File: src/rtl/core/tbs_pkg.sv
`default_nettype none
// ----------------------------------------------------------------------------
// tbs_pkg
// Shared types and codes for the timestamp bracket search block.
// ----------------------------------------------------------------------------
package tbs_pkg;

  // Default table depth.
  localparam int unsigned TBS_DEPTH_DEF = 1024;

  // Width of the reported index fields.
  localparam int unsigned IDX_W = 10;

  // Width of a timestamp.
  localparam int unsigned STAMP_W = 64;

  // Command queue between front and back.
  localparam int unsigned CMDQ_DEPTH = 2;
  localparam int unsigned CMDQ_PTR_W = $clog2(CMDQ_DEPTH);
  localparam int unsigned CMDQ_CNT_W = $clog2(CMDQ_DEPTH + 1);

  // Input kind codes.
  localparam logic [1:0] KIND_APPEND = 2'd0;
  localparam logic [1:0] KIND_QUERY  = 2'd1;
  localparam logic [1:0] KIND_CLEAR  = 2'd2;

  typedef enum logic [1:0] {
    OP_APPEND,
    OP_QUERY,
    OP_CLEAR,
    OP_NOP
  } op_e;

  typedef enum logic [2:0] {
    ST_DONE    = 3'd0,
    ST_FULL    = 3'd1,
    ST_FEW     = 3'd2,
    ST_BELOW   = 3'd3,
    ST_ABOVE   = 3'd4,
    ST_EXACT   = 3'd5,
    ST_BRACKET = 3'd6
  } status_e;

  typedef enum logic [1:0] {
    BK_IDLE,
    BK_CHK_FIRST,
    BK_CHK_LAST,
    BK_SEARCH
  } bk_state_e;

  typedef struct packed {
    op_e                        op;
    logic signed [STAMP_W-1:0]  stamp;
  } cmd_t;

  typedef struct packed {
    status_e                    status;
    logic [IDX_W-1:0]           left_index;
    logic [IDX_W-1:0]           right_index;
    logic signed [STAMP_W-1:0]  left_time;
    logic signed [STAMP_W-1:0]  right_time;
  } res_t;

endpackage
`default_nettype wire

File: src/rtl/core/tbs_front.sv
`default_nettype none
// ----------------------------------------------------------------------------
// tbs_front
// Input side: accepts transactions, decodes the kind, and buffers the
// decoded commands in a short queue for the back end.
// ----------------------------------------------------------------------------
module tbs_front
  import tbs_pkg::*;
(
  input  wire logic                       clk_i,
  input  wire logic                       rst_ni,
  input  wire logic                       push_i,
  input  wire logic [1:0]                 kind_i,
  input  wire logic signed [STAMP_W-1:0]  stamp_i,
  output logic                            full_o,
  output logic                            cmd_valid_o,
  output cmd_t                            cmd_o,
  input  wire logic                       cmd_pop_i
);

  cmd_t                  q_mem [CMDQ_DEPTH];
  logic [CMDQ_PTR_W-1:0] wr_ptr_q, wr_ptr_d;
  logic [CMDQ_PTR_W-1:0] rd_ptr_q, rd_ptr_d;
  logic [CMDQ_CNT_W-1:0] fill_q, fill_d;
  logic                  do_push, do_pop;
  cmd_t                  cmd_in;

  always_comb begin
    cmd_in.stamp = stamp_i;
    unique case (kind_i)
      KIND_APPEND: cmd_in.op = OP_APPEND;
      KIND_QUERY:  cmd_in.op = OP_QUERY;
      KIND_CLEAR:  cmd_in.op = OP_CLEAR;
      default:     cmd_in.op = OP_NOP;
    endcase
  end

  assign full_o      = (fill_q == CMDQ_CNT_W'(CMDQ_DEPTH));
  assign cmd_valid_o = (fill_q != '0);
  assign cmd_o       = q_mem[rd_ptr_q];
  assign do_push     = push_i && !full_o;
  assign do_pop      = cmd_pop_i && cmd_valid_o;

  // Pointers wrap at the queue depth.
  always_comb begin
    wr_ptr_d = wr_ptr_q;
    rd_ptr_d = rd_ptr_q;
    fill_d   = fill_q;
    if (do_push) begin
      wr_ptr_d = (wr_ptr_q == CMDQ_PTR_W'(CMDQ_DEPTH - 1)) ? '0 : wr_ptr_q + 1'b1;
    end
    if (do_pop) begin
      rd_ptr_d = (rd_ptr_q == CMDQ_PTR_W'(CMDQ_DEPTH - 1)) ? '0 : rd_ptr_q + 1'b1;
    end
    if (do_push && !do_pop) begin
      fill_d = fill_q + 1'b1;
    end else if (do_pop && !do_push) begin
      fill_d = fill_q - 1'b1;
    end
  end

  always_ff @(posedge clk_i or negedge rst_ni) begin
    if (!rst_ni) begin
      wr_ptr_q <= '0;
      rd_ptr_q <= '0;
      fill_q   <= '0;
    end else begin
      wr_ptr_q <= wr_ptr_d;
      rd_ptr_q <= rd_ptr_d;
      fill_q   <= fill_d;
    end
  end

  always_ff @(posedge clk_i) begin
    if (do_push) begin
      q_mem[wr_ptr_q] <= cmd_in;
    end
  end

endmodule
`default_nettype wire

File: config.mk
export PLATFORM = sky130hd
export DESIGN_NAME = tbs_front
export DESIGN_NICKNAME = d
export VERILOG_FILES = /design/src/rtl/core/tbs_pkg.sv /design/src/rtl/core/tbs_front.sv
export SDC_FILE = /design/constraint.sdc
export NUM_CORES = 1
export LEC_CHECK = 0
export BUFFER_PORTS_ARGS = -buffer_cell sky130_fd_sc_hd__buf_2
export CELL_PAD_IN_SITES_DETAIL_PLACEMENT = 0
export CELL_PAD_IN_SITES_GLOBAL_PLACEMENT = 1
export CORE_MARGIN = 2
export CORE_UTILIZATION = 47
export DETAILED_ROUTE_END_ITERATION = 8
export PLACE_DENSITY = 0.95
export RECOVER_POWER = 25
export SYNTH_ARGS = -nofsm -noshare
export SYNTH_HDL_FRONTEND = slang
export SYNTH_SLANG_ARGS = --single-unit
File: constraint.sdc
create_clock -name clk_i -period 8.1 [get_ports clk_i]
set_clock_uncertainty 0.1 [all_clocks]
set_input_delay 0 -clock clk_i [delete_from_list [all_inputs] [get_ports clk_i]]
set_output_delay 0 -clock clk_i [all_outputs]
set_load 0.05 [all_outputs]
==> Word level (Yosys, flattened, before mapping) <==
Memories as Yosys holds them, arrays and structs flattened.
Cells that the tools add are included.
{ "word_totals": {"regBits": 4, "ram_bits": 132, "inputBits": 70, "output_inout_bits": 68, "mem_count": 1} }
{ "op_classes": {"addsub": 4, "n_eq_ne": 3, "n_mux": 7, "n_reduce_logical": 10} }
{ "memory_table": {"columns": ["name", "depth", "word_bits", "rd", "rd_clocked_by_memory_dff", "wr", "line_no", "rtl"], "rows": [
  ["q_mem", 2, 66, 1, 0, 1, "tbs_front.sv:21", "cmd_t q_mem [CMDQ_DEPTH];"]
]} }
{ "op_table": {"columns": ["cell", "n"], "rows": [
  ["$pmux W2 S3", 1],
  ["$eq A2 B2 Y1 const B", 2],
  ["$logic_and A1 B1 Y1", 4],
  ["$mux W1", 4],
  ["$mux W2", 2],
  ["$reduce_bool A2 Y1", 2],
  ["$logic_not A1 Y1", 3],
  ["$add A1 B1 Y1 const B", 2],
  ["$add A2 B1 Y2 const B", 1],
  ["$eq A2 B1 Y1 const B", 1],
  ["$logic_not A2 Y1", 1],
  ["$sub A2 B1 Y2 const B", 1]
]} }

==> Logic depth before layout (Yosys ltp) <==
{ "logic_depth": {"word_depth": 7, "depth_mapped": 7} }

==> Worst setup path after synthesis <==
OpenSTA, ideal clock, no wires.
{ "synth_timing": {"path_type": "flip-flop to flip-flop", "start": "reg fill_q[0]", "end": "mem q_mem[0][0] (netlist bit) (enable)", "setup_ns": 0.490, "arrival_ns": 3.382, "t_required_ns": 7.510, "slack_ns": 4.128, "path_stages_with_launch": 4, "path_buffers": 0, "synth_period_minus_slack_ns": 3.972, "cell_sequence": "dfrtp_1 > nand2b_1 > nand2_1 > nor2_1"} }
{ "synth_between": {"elab_chain_len": 5} }
{ "synth_lines": {"columns": ["item", "line_no", "rtl"], "rows": [
  ["from (decl)", "tbs_front.sv:24", "logic [CMDQ_CNT_W-1:0] fill_q, fill_d;"],
  ["from (signal assigned)", "tbs_front.sv:70", "fill_q <= fill_d;"],
  ["$eq A2 B2 Y1", "tbs_front.sv:38", "assign full_o = (fill_q == CMDQ_CNT_W'(CMDQ_DEPTH));"],
  ["$logic_not A1 Y1", "tbs_front.sv:41", "assign do_push = push_i && !full_o;"],
  ["$logic_and A1 B1 Y1", "tbs_front.sv:41", null],
  ["$mux W1", "tbs_front.sv:75", "if (do_push) begin"],
  ["$mux W1 (implied by the code)", "tbs_front.sv:76", "q_mem[wr_ptr_q] <= cmd_in;"],
  ["to (decl)", "tbs_front.sv:21", null]
]} }
No other way between the ends.

==> Worst setup path after layout <==
{ "layout_timing": {"start": "reg fill_q[0]", "end": "mem q_mem[0][7] (netlist bit) (enable)"} }
The elaborated chain is that of the path after synthesis.

==> results.ini <==
[clock_network]
cts.htree.levels=4
clock-root-buffer=clkbuf_8
cts_tree=built
cts_made_buffers=17
cts_max_path_buffers=2
postCtsResizedCells=0
path_clk_slew_ps=60
clk_latency_ps=500
cts_sinks=136

[placed_design]
dp.cells=491
io_buffers=137
hpwl_um=5240
gp_congestion=0.664

[sta]
tns_ps=0
fmax_mhz=399
grt_setup_unrepaired=false
worstMarginPinSlew_ps=1070
maxSlewHeadroom_pct=28.9
final_hold_viol_count=0
period_share_pct=31.0
finalMaxSlewViolations=0
final-setup-viol-count=0
fin_crit_ps=2510

[floorplanning]
core_region_area_mm2=0.0104
io_pins=138
rows=37
start_util_pct=48.8
die_area_mm2=0.0117
die_x_um=108
die_y_um=108

[global_routing]
grt_usage_pct=16.7
grt_util_met3_pct=6.27
grt_busiest_layer=met2
antenna_found_initial=0
grt-ovfl-total=0
grt_max_degree=68
gr-usage-met1_pct=18.3
grt_pass1_vias=3055
grt_use_met2_pct=28.9
grt_pass1_wl_um=14300

[final_layout]
area_growth_pct=41.2
drive_gt1_share_pct=44.9
diodes=0
final_nets=515
n_fill_cell=709
multi_input_area_um2=958
finalNonFillerCells=593
ff_latch_area_mm2=0.00407

[critical_path]
critPathKind=flop to flop
reg2regPathDepth=4
start_kind=flop
path_max_fanout=35
r2r_start=fill_q[0]
crit_required_ps=8150
crit_arrival_ps=2560
r2r_end=q_mem[0][7]
r2r_slack_ps=5590
cp-end-kind=flop

[synth]
synthCells=226
avgSynthCellArea_um2=22.5
synth_area_mm2=0.00508
ys_ff_latch=136
synth_cell_type_count=17
syn_nets=297
synth-seq-area-share_pct=80.0
yosys_warnings=0

[hold_path]
min_path_cells=2
holdPathEnd=q_mem[1][64]
hp-start=kind_i[0]
worstHoldPathType=primary input to flop

[drt]
wl_per_cell_um=15.8
drc=0
vias=2805
finalWirelength_um=9350
dr.pass1.iters=4
dr.first_iter.drc_count=94
detail-route-antenna-nets=0
vias_per_cell=4.73

[job]
drv_cap=0

[power]
seq_power_share_pct=36.3
switchingPower_mw=1.13
powerDensity_mw_per_mm2=415
combinationalPowerShare_pct=37.4
clockPowerShare_pct=26.2
switching_share_pct=38.0
p_int_mw=1.85
ir_drop_mv=0.269
leakagePower_nw=2.77

[outcome]
status=finished clean

-- how the worst max path moves through the flow --
| stage | start | endpoint |
|---|---|---|
| finish | fill_q[0] | q_mem[0][7] |
| global route | fill_q[0] | q_mem[0][3] |
| CTS | fill_q[0] | q_mem[0][12] |
| detailed placement | fill_q[0] | q_mem[0][50] |
| global placement | fill_q[0] | q_mem[0][43] |
| floorplan | fill_q[0] | q_mem[0][0] |
-- worst max-delay path, stage by stage, from the launching register on --
cell,delay [ps]
dfrtp_1,400
nand2b_1,170
nand2_1,140
nor2_4,780
buf_4,540
-- layout by cell type, fill, tap and decap left out, types with 2 or more instances in the layout --
| cell | netlist | final |
|---|---|---|
| edfxtp_1 | 132 | 132 |
| buf_2 | 3 | 105 |
| dlygate4sd3_1 | 0 | 70 |
| mux2_2 | 36 | 36 |
| clkbuf_1 | 2 | 35 |
| mux2_4 | 30 | 30 |
| clkbuf_16 | 0 | 16 |
| clkbuf_8 | 0 | 4 |
| bufinv_16 | 0 | 4 |
| xnor2_1 | 3 | 3 |
| dfrtp_1 | 4 | 3 |
| inv_1 | 2 | 2 |
| nand2_1 | 2 | 2 |
| xor2_1 | 2 | 2 |
| clkbuf_2 | 0 | 2 |
-- per-stage QoR --
| stage | hold slack, ps | setup slack, ps | utilization, % | cell area [um2] | power [mW] |
|---|---|---|---|---|---|
| 2_1_floorplan | -396 | 4130 | - | 5080 | 1.99 |
| 5_1_grt | 88.3 | 5400 | 68.9 | 7180 | 3.10 |
| 6_report | 122 | 5590 | 68.9 | 7180 | 2.98 |
| 3_5_place_dp | -289 | 5530 | 56.6 | 5900 | 2.20 |
| 3_3_place_gp | -292 | 5610 | 56.6 | 5900 | 2.18 |
| 4_1_cts | 92.0 | 5510 | 69.2 | 7210 | 3.01 |
-- repair_timing --
| action | CTS | global route |
|---|---|---|
| endpoints found under the hold margin | 140 | 0 |
| setup buffers | 0 | 0 |
| hold buffers | 70 | 0 |
-- cell families (layout without fill, tap and decap cells) --
kind of cell,count (synthesis),after routing,synth area share [%]
DFF,136,136,80.0
muxes,66,66,16.8
buffers and inverters,11,242,1.40
xor gates and xnor gates,5,5,0.862
adders and majority gates,1,1,0.246
and+or+nand+nor,7,7,0.665
-- cell usage after synthesis --
cell type  number  area share (%)
nor2_1          2            0.15
nand2_1         2            0.15
xor2_1          2            0.34
ha_1            1            0.25
edfxtp_1      132              78
buf_6           3            0.66
inv_1           2            0.15
buf_4           1            0.15
dfrtp_1         4             2.0
and3_1          1            0.12
mux2_4         30             8.9
nand2b_1        1            0.12
mux2_2         36             8.0
clkbuf_1        2            0.15
xnor2_1         3            0.52
or2_2           1            0.12
buf_2           3            0.30
-- per-layer routing --
metal	routed length [um]	up-vias
li1	-	1327
met1	3720	1353
met2	4870	107
met3	588	18
met4	175	0
met5	0	-
-- state kept, by name, summed over array words and instances (netlist names) --
signal / cells
q_mem: 132
fill_q: 2
rd_ptr_q: 1
wr_ptr_q: 1
-- final cells by class --
| cell class | instances | share of cell area, % |
|---|---|---|
| Tap cell | 136 | 2.37 |
| Sequential cell | 136 | 56.7 |
| Multi-Input combinational cell | 79 | 13.4 |
| Timing Repair Buffer | 208 | 18.9 |
| Clock buffer | 25 | 6.61 |
| Inverter | 2 | 0.105 |
| Clock inverter | 7 | 1.97 |
-- power by group through the flow --
stage	Sequential [mW]	Combinational [mW]	Clock [mW]
5_1_grt	1.10	1.17	0.829
3_5_place_dp	1.10	1.10	0
2_1_floorplan	1.02	0.968	0
6_report	1.08	1.12	0.782
3_3_place_gp	1.09	1.09	0
4_1_cts	1.09	1.13	0.799
(Power assumes the default switching activity.)
